==> config.mk <==
export PLATFORM = sky130hd
export DESIGN_NAME = caret_height_median_tracker
export DESIGN_NICKNAME = d
export VERILOG_FILES = /design/src/sv/chmt_pkg.sv /design/src/sv/chmt_rank.sv /design/src/sv/caret_height_median_tracker.sv
export SDC_FILE = /design/constraint.sdc
export NUM_CORES = 1
export LEC_CHECK = 0
export BUFFER_PORTS_ARGS = -buffer_cell sky130_fd_sc_hd__buf_2
export CORE_MARGIN = 1
export CORE_UTILIZATION = 60
export DETAILED_ROUTE_END_ITERATION = 7
export PLACE_DENSITY = 0.83
export SLEW_MARGIN = 20
export SYNTH_ARGS = -nofsm -noshare
export SYNTH_HDL_FRONTEND = slang
export SYNTH_SLANG_ARGS = --single-unit
==> constraint.sdc <==
create_clock -name i_clk -period 12.7 [get_ports i_clk]
set_input_delay 0.635 -clock i_clk [delete_from_list [all_inputs] [get_ports i_clk]]
set_output_delay 0.635 -clock i_clk [all_outputs]
set_load 0.01 [all_outputs]
==> src/sv/chmt_pkg.sv <==
// Shared constants for the caret height median tracker.
package chmt_pkg;

    localparam int DEF_MONITOR_SLOTS = 4;
    localparam int DEF_HISTORY_DEPTH = 8;

    localparam int HEIGHT_W   = 12;
    localparam int WIDTH_W    = 12;
    localparam int SAMPLE_W   = 7;
    localparam int FALLBACK_W = 8;

    localparam logic [HEIGHT_W-1:0]   SMALL_HEIGHT_MAX = 12'd4;
    localparam logic [HEIGHT_W-1:0]   TRUST_HEIGHT_MIN = 12'd5;
    localparam logic [HEIGHT_W-1:0]   TRUST_HEIGHT_MAX = 12'd64;
    localparam logic [WIDTH_W-1:0]    TRUST_WIDTH_MAX  = 12'd4;
    localparam logic [HEIGHT_W-1:0]   BAND_FLOOR       = 12'd6;
    localparam logic [FALLBACK_W-1:0] FALLBACK_RESET   = 8'd20;

    typedef enum logic [1:0] {
        SRC_MEASURED = 2'd0,
        SRC_HISTORY  = 2'd1,
        SRC_FALLBACK = 2'd2
    } t_source;

endpackage

==> src/sv/chmt_rank.sv <==
// Rank test that tells whether a candidate sample is the upper median of a buffer.
module chmt_rank
    import chmt_pkg::*;
#(
    parameter int DEPTH = DEF_HISTORY_DEPTH,
    parameter int CNT_W = $clog2(DEPTH + 1)
) (
    input  logic [SAMPLE_W-1:0] i_samples [DEPTH],
    input  logic [CNT_W-1:0]    i_count,
    input  logic [SAMPLE_W-1:0] i_value,
    output logic                o_hit
);

    logic [CNT_W-1:0] n_less;
    logic [CNT_W-1:0] n_less_eq;
    logic [CNT_W-1:0] target;

    assign target = i_count >> 1;

    always_comb begin
        n_less    = '0;
        n_less_eq = '0;
        for (int j = 0; j < DEPTH; j++) begin
            if (CNT_W'(j) < i_count) begin
                n_less    = n_less + CNT_W'(i_samples[j] < i_value);
                n_less_eq = n_less_eq + CNT_W'(i_samples[j] <= i_value);
            end
        end
    end

    assign o_hit = (n_less <= target) && (target < n_less_eq);

endmodule

==> src/sv/caret_height_median_tracker.sv <==
// Top level of the caret height median tracker with its history memory.
//
// An observation beat is taken on a rising edge with start high and busy low.
// Each observation yields exactly one result, shown on the result ports for one
// cycle while o_done is high; the receiver cannot hold results off.
// The fallback height is written through the cfg channel while the block is idle.
// When no median is needed the beat goes straight to the finish state.
// When the slot holds n samples and a median is needed, the samples are read
// from the history memory one per cycle, then candidates are ranked one per
// cycle (at most n of them) until the upper median is found, and the finish
// state registers the result.
// The single read port of the history memory sets the length of the read pass.
// Busy falls in the cycle the result is shown, so the next beat may be taken then.
// Reset empties every slot and restores the fallback height of 20; no clearing
// pass is needed, as only written entries are ever read.
module caret_height_median_tracker
    import chmt_pkg::*;
#(
    parameter int MONITOR_SLOTS = DEF_MONITOR_SLOTS,
    parameter int HISTORY_DEPTH = DEF_HISTORY_DEPTH
) (
    input  logic                  i_clk,
    input  logic                  i_rst_n,
    input  logic                  start,
    output logic                  busy,
    input  logic [1:0]            i_monitor_slot,
    input  logic                  i_monitor_known,
    input  logic [WIDTH_W-1:0]    i_caret_width,
    input  logic [HEIGHT_W-1:0]   i_caret_height,
    output logic                  o_done,
    output logic [HEIGHT_W-1:0]   o_effective_height,
    output logic [1:0]            o_height_source,
    output logic                  o_sample_recorded,
    input  logic                  i_cfg_valid,
    output logic                  o_cfg_ready,
    input  logic [FALLBACK_W-1:0] i_cfg_data
);

    localparam int SLOT_W    = (MONITOR_SLOTS > 1) ? $clog2(MONITOR_SLOTS) : 1;
    localparam int POS_W     = (HISTORY_DEPTH > 1) ? $clog2(HISTORY_DEPTH) : 1;
    localparam int CNT_W     = $clog2(HISTORY_DEPTH + 1);
    localparam int MEM_DEPTH = MONITOR_SLOTS * HISTORY_DEPTH;
    localparam int ADDR_W    = (MEM_DEPTH > 1) ? $clog2(MEM_DEPTH) : 1;

    typedef enum logic [1:0] {S_IDLE, S_READ, S_SCAN, S_FINISH} t_state;

    t_state                r_state;
    logic                  r_done;
    logic [HEIGHT_W-1:0]   r_eff;
    t_source               r_src;
    logic                  r_rec;
    logic [FALLBACK_W-1:0] r_fallback;
    logic [CNT_W-1:0]      r_hist_cnt  [MONITOR_SLOTS];
    logic [POS_W-1:0]      r_hist_head [MONITOR_SLOTS];
    logic [CNT_W-1:0]      r_pos;
    logic                  r_rd_pend;
    logic [SAMPLE_W-1:0]   r_med;

    logic [SLOT_W-1:0]     r_slot;
    logic                  r_known;
    logic [WIDTH_W-1:0]    r_width;
    logic [HEIGHT_W-1:0]   r_height;
    logic [CNT_W-1:0]      r_cnt;
    logic [POS_W-1:0]      r_head;
    logic [POS_W-1:0]      r_rd_pos;
    logic [SAMPLE_W-1:0]   r_buf [HISTORY_DEPTH];

    logic [SAMPLE_W-1:0]   mem [MEM_DEPTH];
    logic [SAMPLE_W-1:0]   r_rd_data;

    logic                  accept;
    logic [SLOT_W-1:0]     in_slot;
    logic                  in_known;
    logic [CNT_W-1:0]      in_cnt;
    logic                  need_med;
    logic [ADDR_W-1:0]     rd_addr;
    logic [ADDR_W-1:0]     wr_addr;
    logic [SAMPLE_W-1:0]   cand;
    logic                  rank_hit;
    logic                  low_height;
    logic                  trusted;
    logic                  band_ok;
    logic                  rec;
    logic [SAMPLE_W-1:0]   h7;
    logic [9:0]            h10;
    logic [9:0]            m10;
    logic [CNT_W:0]        pos_sum;
    logic [POS_W-1:0]      wr_pos;
    logic [CNT_W-1:0]      n_cnt;
    logic [POS_W-1:0]      n_head;

    assign busy        = (r_state != S_IDLE);
    assign o_cfg_ready = (r_state == S_IDLE);
    assign accept      = start && !busy;

    assign in_slot  = SLOT_W'(i_monitor_slot);
    assign in_known = i_monitor_known && (int'(i_monitor_slot) < MONITOR_SLOTS);
    assign in_cnt   = in_known ? r_hist_cnt[in_slot] : '0;
    assign need_med = in_known && (in_cnt != '0) &&
                      ((i_caret_height <= SMALL_HEIGHT_MAX) ||
                       ((i_caret_height <= TRUST_HEIGHT_MAX) &&
                        (i_caret_width <= TRUST_WIDTH_MAX)));

    assign rd_addr = ADDR_W'(r_slot) * ADDR_W'(HISTORY_DEPTH) + ADDR_W'(r_pos[POS_W-1:0]);
    assign cand    = r_buf[r_pos[POS_W-1:0]];

    chmt_rank #(
        .DEPTH (HISTORY_DEPTH),
        .CNT_W (CNT_W)
    ) u_rank (
        .i_samples (r_buf),
        .i_count   (r_cnt),
        .i_value   (cand),
        .o_hit     (rank_hit)
    );

    assign low_height = (r_height <= SMALL_HEIGHT_MAX);
    assign trusted    = r_known && (r_height >= TRUST_HEIGHT_MIN) &&
                        (r_height <= TRUST_HEIGHT_MAX) && (r_width <= TRUST_WIDTH_MAX);
    assign h7         = r_height[SAMPLE_W-1:0];
    assign h10        = 10'(h7);
    assign m10        = 10'(r_med);
    assign band_ok    = (r_cnt == '0) ||
                        ((r_height >= BAND_FLOOR) && ((h10 << 1) >= m10) &&
                         (h10 * 10'd5 <= m10 * 10'd9));
    assign rec        = !low_height && trusted && band_ok;

    // A full ring gives head + depth - depth, which is the oldest entry.
    assign pos_sum = (CNT_W + 1)'(r_head) + (CNT_W + 1)'(r_cnt);
    assign wr_pos  = (pos_sum >= (CNT_W + 1)'(HISTORY_DEPTH)) ?
                     POS_W'(pos_sum - (CNT_W + 1)'(HISTORY_DEPTH)) : POS_W'(pos_sum);
    assign wr_addr = ADDR_W'(r_slot) * ADDR_W'(HISTORY_DEPTH) + ADDR_W'(wr_pos);
    assign n_cnt   = (r_cnt < CNT_W'(HISTORY_DEPTH)) ? r_cnt + 1'b1 : r_cnt;
    assign n_head  = (r_cnt < CNT_W'(HISTORY_DEPTH)) ? r_head :
                     ((r_head == POS_W'(HISTORY_DEPTH - 1)) ? '0 : r_head + 1'b1);

    always_ff @(posedge i_clk) begin
        if (!i_rst_n) begin
            r_state    <= S_IDLE;
            r_done     <= 1'b0;
            r_eff      <= '0;
            r_src      <= SRC_MEASURED;
            r_rec      <= 1'b0;
            r_rd_pend  <= 1'b0;
            r_pos      <= '0;
            r_fallback <= FALLBACK_RESET;
            for (int s = 0; s < MONITOR_SLOTS; s++) begin
                r_hist_cnt[s]  <= '0;
                r_hist_head[s] <= '0;
            end
        end else begin
            r_done    <= 1'b0;
            r_rd_pend <= 1'b0;
            if (i_cfg_valid && o_cfg_ready) begin
                r_fallback <= i_cfg_data;
            end
            case (r_state)
                S_IDLE: begin
                    if (accept) begin
                        r_pos   <= '0;
                        r_state <= need_med ? S_READ : S_FINISH;
                    end
                end
                S_READ: begin
                    if (r_pos != r_cnt) begin
                        r_rd_pend <= 1'b1;
                        r_pos     <= r_pos + 1'b1;
                    end else begin
                        r_pos   <= '0;
                        r_state <= S_SCAN;
                    end
                end
                S_SCAN: begin
                    if (rank_hit) begin
                        r_med   <= cand;
                        r_state <= S_FINISH;
                    end else begin
                        r_pos <= r_pos + 1'b1;
                    end
                end
                S_FINISH: begin
                    r_done <= 1'b1;
                    r_rec  <= rec;
                    if (low_height) begin
                        if (r_cnt != '0) begin
                            r_eff <= HEIGHT_W'(r_med);
                            r_src <= SRC_HISTORY;
                        end else begin
                            r_eff <= HEIGHT_W'(r_fallback);
                            r_src <= SRC_FALLBACK;
                        end
                    end else begin
                        r_eff <= r_height;
                        r_src <= SRC_MEASURED;
                    end
                    if (rec) begin
                        r_hist_cnt[r_slot]  <= n_cnt;
                        r_hist_head[r_slot] <= n_head;
                    end
                    r_state <= S_IDLE;
                end
                default: begin
                    r_state <= S_IDLE;
                end
            endcase
        end
    end

    always_ff @(posedge i_clk) begin
        if (accept) begin
            r_slot   <= in_slot;
            r_known  <= in_known;
            r_width  <= i_caret_width;
            r_height <= i_caret_height;
            r_cnt    <= in_cnt;
            r_head   <= in_known ? r_hist_head[in_slot] : '0;
        end
        if (r_state == S_READ) begin
            r_rd_pos <= r_pos[POS_W-1:0];
        end
        if (r_rd_pend) begin
            r_buf[r_rd_pos] <= r_rd_data;
        end
    end

    always_ff @(posedge i_clk) begin
        r_rd_data <= mem[rd_addr];
        if ((r_state == S_FINISH) && rec) begin
            mem[wr_addr] <= h7;
        end
    end

    assign o_done             = r_done;
    assign o_effective_height = r_eff;
    assign o_height_source    = r_src;
    assign o_sample_recorded  = r_rec;

    a_accept_busy: assert property (@(posedge i_clk) disable iff (!i_rst_n)
        accept |=> busy)
        else $error("accepted beat did not raise busy");

    a_done_single: assert property (@(posedge i_clk) disable iff (!i_rst_n)
        o_done |=> !o_done)
        else $error("result strobe held for more than one cycle");

    a_rec_measured: assert property (@(posedge i_clk) disable iff (!i_rst_n)
        (o_done && o_sample_recorded) |-> (o_height_source == SRC_MEASURED))
        else $error("sample recorded without a measured height");

    a_cnt_bound: assert property (@(posedge i_clk) disable iff (!i_rst_n)
        (r_state == S_FINISH) |-> (r_cnt <= CNT_W'(HISTORY_DEPTH)))
        else $error("slot count beyond history depth");

    a_scan_bound: assert property (@(posedge i_clk) disable iff (!i_rst_n)
        (r_state == S_SCAN) |-> (r_pos < r_cnt))
        else $error("median scan ran past the held samples");

endmodule

=== After elaboration in Yosys (flattened, before gate mapping) ===
Memory sizes are Yosys's and may differ from the RTL's. A register that Yosys moved wholly into a read port is not among the register bits.
Index checks and enable logic that the tools add are counted.

* Add/sub/neg operators: 21
* $mul: 2
* Divide/modulo/power cells: 0
* Magnitude comparators: 41
* Equal/unequal tests: 9
* Shifts and indexed selects: 0
* Multiplexer cells: 55
* Bitwise gates (word level): 2
* Reduce and logical (&&, ||, !) cells: 32

{| class="wikitable"
|+ Operator list
! cell !! count
|-
| 2-to-1 mux 4 bit || 20
|-
| bitwise mux 56 bit || 1
|-
| <= comparator 7 bit || 8
|-
| < comparator 7 bit || 8
|-
| adder 4 x 1 -> 4 bit || 13
|-
| <= comparator 12 x 3 -> 1 bit (second input constant) || 4
|-
| greater-or-equal comparator 12 x 3 -> 1 bit (second input constant) || 2
|-
| <= comparator 12 x 7 -> 1 bit (second input constant) || 2
|-
| binary-select mux 7 bit (select 3 bit) || 1
|-
| demux 7 bit (select 3 bit) || 1
|-
| 2-to-1 mux 7 bit || 3
|-
| < comparator 3 x 4 -> 1 bit (first input constant) || 4
|-
| 2-to-1 mux 2 bit || 8
|-
| logical AND 1 bit || 15
|-
| 2-to-1 mux 1 bit || 13
|-
| 2-to-1 mux 12 bit || 1
|-
| 2-to-1 mux 3 bit || 4
|-
| one-hot mux 4 bit (3 select lines) || 1
|-
| adder 5 x 3 -> 5 bit || 2
|-
| <= comparator 10 bit || 1
|-
| multiplier 7 x 3 -> 10 bit (second input constant) || 1
|-
| multiplier 7 x 4 -> 10 bit (second input constant) || 1
|-
| AND reduction 3 bit || 3
|-
| adder 4 x 1 -> 4 bit (second input constant) || 2
|-
| other kinds (32) || 43
|}

* Bits in registers: 128
* Bits in latches: 0
* Bits in writable memories: 252
* ROM bits: 0
* Bits of input ports: 39
* Word-level logic and storage cells: 188
* Memories: 3

{| class="wikitable"
|+ Memory list
! memory !! words !! width !! rd ports !! clocked after memory_dff !! write ports !! line !! RTL
|-
| mem || 32 || 7 || 1 || 1 || 1 || caret_height_median_tracker.sv:68 || <nowiki>logic [SAMPLE_W-1:0] mem [MEM_DEPTH];</nowiki>
|-
| r_hist_cnt || 4 || 4 || 1 || 0 || 4 || caret_height_median_tracker.sv:53 || <nowiki>logic [CNT_W-1:0] r_hist_cnt [MONITOR_SLOTS];</nowiki>
|-
| r_hist_head || 4 || 3 || 1 || 1 || 4 || caret_height_median_tracker.sv:54 || <nowiki>logic [POS_W-1:0] r_hist_head [MONITOR_SLOTS];</nowiki>
|}

=== Longest topological paths before layout ===
Gate-level depths: netlist of the first run.

* Depth in word-level cells: 24
* Depth in mapped cells: 42
* Mapped depth without buffers: 39

=== Hierarchy ===
Synthesis of the first run repeated with hierarchy kept, for this count alone.

* Cells, all modules: 1291
* Area, all modules: 19019.5 um^2

{| class="wikitable"
|+ Modules (own cells, without submodules)
! module !! times used !! cells an instance !! area an instance (um^2) !! sequential area each (um^2)
|-
| caret_height_median_tracker || 1 || 950 || 16383.2 || 11330.9
|-
| chmt_rank || 1 || 341 || 2636.3 || 0.0
|}

=== Worst setup path after synthesis of the first run ===
OpenSTA, ideal clock, no wires.

* Kind: register to register
* From: register r_pos[0]
* To: register r_med[0] (enable)
* Arrival: 9.437 ns
* Setup slack: 2.883 ns
* Cell stages (with the launch flop): 41
* Buffers on the path: 3
* Clock period less this slack: 9.817 ns
* Cells stage by stage: dfxtp_1 > clkbuf_1 > buf_1 > buf_1 > mux4_2 > mux2i_1 > ha_1 > a211oi_1 > nor2_1 > or3_1 > a21oi_1 > ha_1 > mux2i_1 > inv_1 > ha_1 > nand2_1 > o21ai_0 > ha_1 > (+5 left out) > o21bai_1 > inv_1 > ha_1 > o21ai_0 > nand3_1 > nand2_1 > a22oi_1 > xor2_1 > inv_1 > ha_1 > a21oi_1 > ha_1 > a21boi_0 > o22ai_1 > a21oi_1 > o311ai_4 > nand3_1 > nor3_1

* Longest elaborated chain between the ends: 23
* Elaborated cells on any way between the ends: 54
* Those cells by class: add/sub (14); order compare (18); mux (19); bitwise (1); reduce/logical (2)

{| class="wikitable"
|+ Ends and longest elaborated chain
! element !! line !! RTL
|-
| start: declaration || caret_height_median_tracker.sv:55 || <nowiki>logic [CNT_W-1:0] r_pos;</nowiki>
|-
| start signal: assignment || caret_height_median_tracker.sv:167 || <nowiki>r_pos <= r_pos + 1'b1;</nowiki>
|-
| start signal: assignment || caret_height_median_tracker.sv:178 || <nowiki>r_pos <= r_pos + 1'b1;</nowiki>
|-
| inverter 3 -> 4 bit (implied by the code) * || caret_height_median_tracker.sv:105 || <nowiki>assign cand = r_buf[r_pos[POS_W-1:0]];</nowiki>
|-
| binary-select mux 7 bit (select 3 bit) * || caret_height_median_tracker.sv:105 ||
|-
| 2-to-1 mux 7 bit (implied by the code) * (2 in a row) || caret_height_median_tracker.sv:105 ||
|-
| < comparator 7 bit / <= comparator 7 bit (equally long branches) || chmt_rank.sv:25, chmt_rank.sv:26 ||
|-
| 2-to-1 mux 1 bit || chmt_rank.sv:24 || <nowiki>if (CNT_W'(j) < i_count) begin</nowiki>
|-
| adder 4 x 1 -> 4 bit / adder 1 x 1 -> 2 bit (equally long branches) || chmt_rank.sv:25, chmt_rank.sv:26 ||
|-
| 2-to-1 mux 4 bit || chmt_rank.sv:24 ||
|-
| adder 4 x 1 -> 4 bit, on equally long branches || chmt_rank.sv:25, chmt_rank.sv:26 ||
|-
| (+6 left out) || - ||
|-
| 2-to-1 mux 4 bit || chmt_rank.sv:24 ||
|-
| adder 4 x 1 -> 4 bit, on equally long branches || chmt_rank.sv:25, chmt_rank.sv:26 ||
|-
| 2-to-1 mux 4 bit || chmt_rank.sv:24 ||
|-
| adder 4 x 1 -> 4 bit, on equally long branches || chmt_rank.sv:25, chmt_rank.sv:26 ||
|-
| 2-to-1 mux 4 bit || chmt_rank.sv:24 ||
|-
| <= comparator 4 x 3 -> 1 bit / < comparator 3 x 4 -> 1 bit (equally long branches) || chmt_rank.sv:31 || <nowiki>assign o_hit = (n_less <= target) && (target < n_less_eq);</nowiki>
|-
| logical AND 1 bit * || chmt_rank.sv:31 ||
|-
| AND reduction 3 bit (no source line) * || - ||
|-
| end signal: assignment || caret_height_median_tracker.sv:175 || <nowiki>r_med <= cand;</nowiki>
|-
| end: declaration || caret_height_median_tracker.sv:57 || <nowiki>logic [SAMPLE_W-1:0] r_med;</nowiki>
|}

Every way passes the cells marked *; elsewhere a longest branch is shown, timed or not. The select of a mux whose other input is x is not followed.
A chain may end at the register's enable or synchronous reset.

=== Worst setup path after layout of the first run ===
* From: register r_pos[1]
* To: register r_med[4] (enable)

Same word-level chain as after synthesis.

==> metrics.md, run 1 <==
| Metric | Value |
|---|---|
| Hold endpoint | `r_width[3]$_DFFE_PP_` |
| Status | `finished, final reports clean` |
| FF-to-FF End | `r_med[4]$_DFFE_PP_` |
| Worst hold path startpoint | `i_caret_width[3]` |
| Die area | `0.0325 sq mm` |
| Max-Slew Margin vs Limit | `16.9%` |
| Drt drc | `0` |
| Clock sink count | `between 300 and 400` |
| Row Count | `64` |
| FF-to-FF setup slack | `between 2000 and 3000 ps` |
| Synth Area in XOR/XNOR | `1.37%` |
| Worst-path clk slew | `roughly 60 ps` |
| DR iter-0 viols | `1450` |
| Slew Limit Fails | `0` |
| Pin count of the biggest net entering global routing | `between 60 and 70` |
| IO buf count | `56` |
| IO Count | `57` |
| Routability Congestion | `around 0.94` |
| Vias in the first global route | `11791` |
| P per Cell Area | `approximately 190 mW/mm^2` |
| Crit-path max FO | `60` |
| Setup TNS | `0 ps` |
| Reg2Reg Depth | `38` |
| CTS Buf Count | `38` |
| Die Ht | `180 um` |
| Grt total ovfl | `0` |
| Hold crit path type | `in2reg` |
| Max VDD drop | `between 0.0001 and 0.00015 V` |
| Worst skew pair latency | `540 ps` |
| Predominant post-synthesis flop cell | `edfxtp_1` |
| Cells after Synth | `around 1300` |
| H-Tree Depth | `2` |
| CP dominant cell by count | `ha_1` |
| Post-synthesis compound-gate area fraction | `under 10%` |
| Hold Crit Depth | `1` |
| Worst-margin pin slew | `roughly 1200 ps` |
| Number of antenna diodes | `0` |
| Initial antenna violation count | `0` |
| Synth Area in Simple Gates | `8.65%` |
| Via count | `between 10000 and 15000` |
| Mean Syn Cell Area | `14.5 sq um` |
| Post-Syn Area | `~0.019 sq mm` |
| Sequential share of the synthesized area | `59.5%` |
| Post-Synth Adder-Cell Area | `8.91%` |
| Clock Tree Buf Depth | `3` |
| Die Span X | `around 180 um` |
| Hold Fails Final Rpt | `0` |
| Setup slack at placement | `approximately 2700 ps` |
| Total core area | `around 0.031 sq mm` |
| Psw | `1.32 mW` |
| GRT Total Usage | `between 20% and 30%` |
| YS warnings | `0` |
| Sw Share | `roughly a third` |
| Slowest-stage cell, CP | `buf_4` |
| Hold buffers post-CTS | `0` |
| Remaining antenna violation count | `0` |
| Layout cell share with drive strength beyond 1 | `approximately a fifth` |
| Post-CTS sizing | `0` |
| Mux share of post-synthesis cell area | `between 10% and 20%` |
| Area Growth Syn to Fin | `11.0%` |
| Mapped Nets | `between 1000 and 1500` |
| EDFF count, synth | `approximately 350` |
| Part of the power in combinational logic | `between 30% and 40%` |
| TritonRoute pass-1 iters | `5` |
| Clock Tree Root | `clkbuf_16` |
| CTS tree | `yes` |
| Final Cycle Share | `around 80%` |
| Final Setup Violations | `0` |
| Crit Path Category | `reg2reg` |
| Drt wl/cell | `approximately 26 um` |
| CP required | `12840 ps` |
| Final setup margin | `roughly 2600 ps` |
| Slowest stage delay, CP | `around 700 ps` |
| WP buf/inv | `4` |
| Clock share of power | `roughly 29%` |
| Via density per instance | `approximately 6.6` |
| Max-cap violations | `0` |
| Part of the power in registers | `39.2%` |
| Worst R2R Start | `r_pos[1]$_SDFFE_PN0P_` |
| Dpl hpwl | `between 20 and 30 mm` |
| Async SR Flop Fraction | `0%` |
| Yosys reg bits | `just under 400` |
| First-pass GRT wire length | `just over 70 mm` |
| Post-CTS Setup Inserts | `0` |
| CP Capture Type | `flop` |
| Post-layout minimum cycle time | `10150 ps` |
| F_max | `0.0986 GHz` |
| Delay-heaviest family, CP | `adder cells` |
| Worst Path Arrival | `around 10000 ps` |
| Worst Skew | `26.9 ps` |
| Leakage | `between 7 and 8 nW` |
| Starting Density | `around three fifths` |
| Startpoint Class | `flop` |
| Final nets | `1544` |
| Distinct cells, synth | `76` |
| Int Pwr | `2.67 mW` |
| RSZ-0062 raised after global routing | `no` |
| DRT Wirelength | `47.2 mm` |
| Main combinational cell family by area after synthesis | `multiplexers` |
[metal layers]
layer / track usage (%) / wire [um]
met2: 48.9 / 23400
met4: 12.0 / 1870
met5: 0 / 0
met3: 3.92 / 3370
met1: 39.5 / 18600
[logic make-up (layout without fill, tap and decap cells)]
logic type | after synthesis | count (layout)
xor+xnor | 28 | 28
flops | 390 | 390
buf+inv | 117 | 206
simple gates | 326 | 326
compound gates | 187 | 187
mux | 129 | 129
fa+ha+maj | 134 | 134
[Yosys cell counts (7+ instances only)]
master | n | area [sq um]
edfxtp_1 | 352 | 10600
ha_1 | 130 | 1630
mux4_2 | 91 | 2050
nand2_1 | 75 | 282
nor3_1 | 66 | 330
inv_1 | 61 | 229
nor2_1 | 60 | 225
a21oi_1 | 55 | 275
o21ai_0 | 55 | 275
dfxtp_1 | 38 | 761
clkbuf_1 | 32 | 120
nand3_1 | 25 | 125
mux2i_1 | 24 | 240
a21o_1 | 21 | 158
nor2b_1 | 19 | 119
buf_1 | 17 | 63.8
nand4_1 | 15 | 93.8
xor2_1 | 14 | 123
nand2b_1 | 13 | 81.3
xnor2_1 | 13 | 114
mux2_2 | 12 | 135
and2_1 | 11 | 68.8
o22ai_1 | 8 | 50.1
and3_1 | 7 | 43.8
[power groups by stage]
stage / Clock [mW] / Sequential (mW) / Combinational, mW
2_1_floorplan: 0 / 1.59 / 0.929
3_3_place_gp: 0 / 1.59 / 1.19
3_5_place_dp: 0 / 1.59 / 1.24
4_1_cts: 1.15 / 1.56 / 1.26
5_1_grt: 1.19 / 1.57 / 1.41
6_report: 1.14 / 1.57 / 1.29
[worst max path at each step]
| stage | startpoint | endpoint | slack, ps | cells after the start |
|---|---|---|---|---|
| finish | r_pos[1]$_SDFFE_PN0P_ | r_med[4]$_DFFE_PP_ | 2550 | 38 |
| global route | r_pos[1]$_SDFFE_PN0P_ | r_med[5]$_DFFE_PP_ | 2020 | 38 |
| CTS | r_pos[1]$_SDFFE_PN0P_ | r_med[5]$_DFFE_PP_ | 2640 | 38 |
| detailed placement | r_pos[1]$_SDFFE_PN0P_ | r_med[4]$_DFFE_PP_ | 2730 | 38 |
| global placement | r_pos[1]$_SDFFE_PN0P_ | r_med[5]$_DFFE_PP_ | 3020 | 38 |
| floorplan | r_pos[0]$_SDFFE_PN0P_ | r_med[0]$_DFFE_PP_ | 2880 | 40 |
[registers in the layout, indices dropped and copies added (netlist names)]
name,cells
mem,224
o_done,1
o_effective_height,12
o_height_source,2
o_sample_recorded,1
r_buf,56
r_cnt,4
r_fallback,8
r_head,3
r_height,12
r_hist_cnt,16
r_hist_head,12
r_known,1
r_med,7
r_pos,4
r_rd_data,7
r_rd_pend,1
r_rd_pos,3
r_slot,2
r_state,2
r_width,12
[layout make-up]
cell class,instances,area (sq um)
clock buffer,45,998
clock inverter,23,246
fill,1982,9770
inverter,61,229
multi-input combinational,804,7400
sequential,390,11300
tap,396,495
timing repair buffer,77,438
[worst register-to-register path, delay by kind of cell, from the launching register on]
| kind | cells | cell delay, ps |
|---|---|---|
| multiplexers | 5 | 1860 |
| AND/OR/NAND/NOR | 7 | 1460 |
| flip-flops | 1 | 490 |
| XOR/XNOR | 1 | 270 |
| buffers and inverters | 4 | 990 |
| AO/OA/AOI/OAI | 12 | 2050 |
| adder cells (fa/ha/maj) | 9 | 2640 |
[stage by stage]
stage	instances	hold WS, ps	cell area, sq um	total power, mW	util, %
4_1_cts	1796	275	21000	3.97	68.0
3_3_place_gp	1728	448	19800	2.78	63.9
3_5_place_dp	1728	452	19800	2.83	64.0
6_report	1796	290	21100	3.99	68.4
5_1_grt	1796	285	21100	4.17	68.4
2_1_floorplan	1311	406	19100	2.52	-
[cell usage in the layout (no fill, tap or decap), types with 24 or more instances in the layout]
| master | instances |
|---|---|
| mux2i_1 | 24 |
| nand3_1 | 25 |
| edfxtp_1 | 352 |
| a21oi_1 | 55 |
| buf_2 | 56 |
| nor3_1 | 39 |
| mux4_2 | 91 |
| nor3_2 | 28 |
| dfxtp_1 | 35 |
| nand2_1 | 75 |
| nor2_1 | 60 |
| ha_1 | 130 |
| clkbuf_16 | 39 |
| inv_1 | 61 |
| o21ai_0 | 53 |
Power figures use the tool's default switching activity.
==> run 2: changes to the inputs <==
==> constraint.sdc (replaced) <==
create_clock -name i_clk -period 10.5 [get_ports i_clk]
set_input_delay 0.525 -clock i_clk [delete_from_list [all_inputs] [get_ports i_clk]]
set_output_delay 0.525 -clock i_clk [all_outputs]
set_load 0.01 [all_outputs]
==> run 2 against run 1 <==
Sequential share of layout area fell by 0.070 points. Hold slack got worse by 120 ps. Fmax rose by 5.6%. Combinational power rose by 21%. Largest power group unchanged.
==> metrics.md, run 2 (synthesis results as in run 1) <==
| Metric | Value |
|---|---|
| Status | `finished, final reports clean` |
| Row Count | `64 (unchanged)` |
| CP dominant cell by count | `ha_1` |
| Area Growth Syn to Fin | `11.1%` |
| Startpoint Class | `flop` |
| Largest register by flop count | `mem` |
| Post-CTS sizing | `0 (unchanged)` |
| First-pass GRT wire length | `69.3 mm (-3.1%)` |
| Setup TNS | `0 ps (unchanged)` |
| Most common cell after layout, fill and taps aside | `edfxtp_1` |
| Dpl hpwl | `30.1 mm (+0.38%)` |
| CTS Buf Count | `39 (+2.6%)` |
| IO Count | `57 (unchanged)` |
| P per Cell Area | `228 mW/mm^2 (+21%)` |
| Max FFs per register | `224 (unchanged)` |
| Slew Limit Fails | `0 (unchanged)` |
| Worst Path Arrival | `9760 ps (-530 ps)` |
| IO buf count | `56 (unchanged)` |
| Core Util, Final | `68.5% (+0.089 points)` |
| Post-CTS Setup Inserts | `0 (unchanged)` |
| CTS tree | `yes` |
| Final Cycle Share | `91.5% (+12 points)` |
| Max-Slew Margin vs Limit | `23.0% (+6.2 points)` |
| Hold Fails Final Rpt | `0 (unchanged)` |
| Leakage | `7.49 nW (+0.24%)` |
| Clock Tree Buf Depth | `3 (unchanged)` |
| Worst skew pair latency | `540 ps (about the same)` |
| Delay-heaviest family, CP | `adder cells` |
| Setup slack at placement | `967 ps (-1760 ps)` |
| Via density per instance | `6.60 (-0.54%)` |
| DR iter-0 viols | `1324 (-8.7%)` |
| Clock Tree Root | `clkbuf_16` |
| Crit-path max FO | `36 (-40%)` |
| CP Capture Type | `flop` |
| Worst-path clk slew | `60 ps (about the same)` |
| Drt drc | `0 (unchanged)` |
| TritonRoute pass-1 iters | `5 (unchanged)` |
| Pin count of the biggest net entering global routing | `58 (-4.9%)` |
| Die Ht | `180 um (unchanged)` |
| DP Cell Count | `1734 (+0.35%)` |
| Final Setup Violations | `0 (unchanged)` |
| H-Tree Depth | `2 (unchanged)` |
| Post-layout minimum cycle time | `9600 ps (-542 ps)` |
| Layout cell share with drive strength beyond 1 | `20.4% (+0.083 points)` |
| Number of antenna diodes | `0 (unchanged)` |
| Remaining antenna violation count | `0 (unchanged)` |
| Total core area | `0.0309 sq mm (unchanged)` |
| Most frequent cells in the layout | `edfxtp_1 (352), ha_1 (130), mux4_2 (91)` |
| Worst-margin pin slew | `1150 ps (-69.9 ps)` |
| Initial antenna violation count | `0 (unchanged)` |
| Max-cap violations | `0 (unchanged)` |
| Hold crit path type | `in2reg` |
| Routability Congestion | `0.929 (-1.3%)` |
| Die area | `0.0325 sq mm (unchanged)` |
| Starting Density | `61.6% (unchanged)` |
| Crit Path Category | `reg2reg` |
| Slowest-stage cell, CP | `dfxtp_4` |
| Via count | `11911 (-0.042%)` |
| Grt total ovfl | `0 (unchanged)` |
| Final nets | `1551 (+0.45%)` |
| F_max | `0.104 GHz (+5.6%)` |
| Clock sink count | `390 (unchanged)` |
| Die Span X | `180 um (unchanged)` |
| Drt wl/cell | `25.2 um (-4.0%)` |
| Max VDD drop | `0.000176 V (+27%)` |
| Cell Count, Final, Fillers Out | `1805 (+0.50%)` |
| Vias in the first global route | `11889 (+0.83%)` |
| Worst Skew | `18.8 ps (-8.06 ps)` |
| GRT Total Usage | `28.4% (-1.1 points)` |
| CP required | `10650 ps (-2190 ps)` |
| Top Registers | `mem (224), r_buf (56), r_hist_cnt (16)` |
| WP buf/inv | `4 (unchanged)` |
| DRT Wirelength | `45.5 mm (-3.5%)` |
| Final setup margin | `895 ps (-1660 ps)` |
| RSZ-0062 raised after global routing | `no` |
| Hold buffers post-CTS | `0 (unchanged)` |
| Slowest stage delay, CP | `780 ps (+80 ps)` |
==> run 2: cell count changes in the layout (fill, tap and decap cells not counted), sizes merged <==
cell      before  now
buf           77   83
bufinv         4    3
clkbuf        45   47
clkinv        15   14
clkinvlp       1    6
inv           64   62
==> run 2: area by class of cell <==
type	count	area, sq um
flip-flops and latches	390	11300
fillers	2005	9740
multi-input cells	804	7360
clock buffers	47	1030
well taps	396	495
repair buffers	83	483
clock inverters	24	236
inverters	61	229
==> run 2: where the power goes <==
group	internal, mW	switching (mW)	total [mW]	leakage [nW]
Clock	0.780	0.588	1.37	0.604
Combinational	0.629	0.928	1.56	3.35
Sequential	1.82	0.0823	1.90	3.54
Total	3.23	1.60	4.83	7.49
==> run 2: metrics by stage <==
step | power [mW] | hold slack (ps) | cell area, sq um
4_1_cts | 4.81 | 164 | 21100
5_1_grt | 5.06 | 165 | 21200
3_5_place_dp | 3.45 | 451 | 19800
3_3_place_gp | 3.37 | 450 | 19800
6_report | 4.83 | 173 | 21200
2_1_floorplan | 3.04 | 406 | 19100
==> run 2: metal layers <==
metal  share of wire (%)  GRT usage [%]
met3                 6.7           3.76
met1                  39           37.3
met2                  52           49.0
met5                   0              0
met4                 2.8           9.57
==> run 2: worst paths after layout <==
path	from	endpoint	slack [ps]	depth (start not counted)
min	i_caret_width[3]	r_width[3]$_DFFE_PP_	170	1
max	r_pos[0]$_SDFFE_PN0P_	r_med[5]$_DFFE_PP_	900	38
max reg2reg	r_pos[0]$_SDFFE_PN0P_	r_med[5]$_DFFE_PP_	900	38
min reg2reg	r_fallback[3]$_SDFFE_PN0P_	r_fallback[3]$_SDFFE_PN0P_	460	2
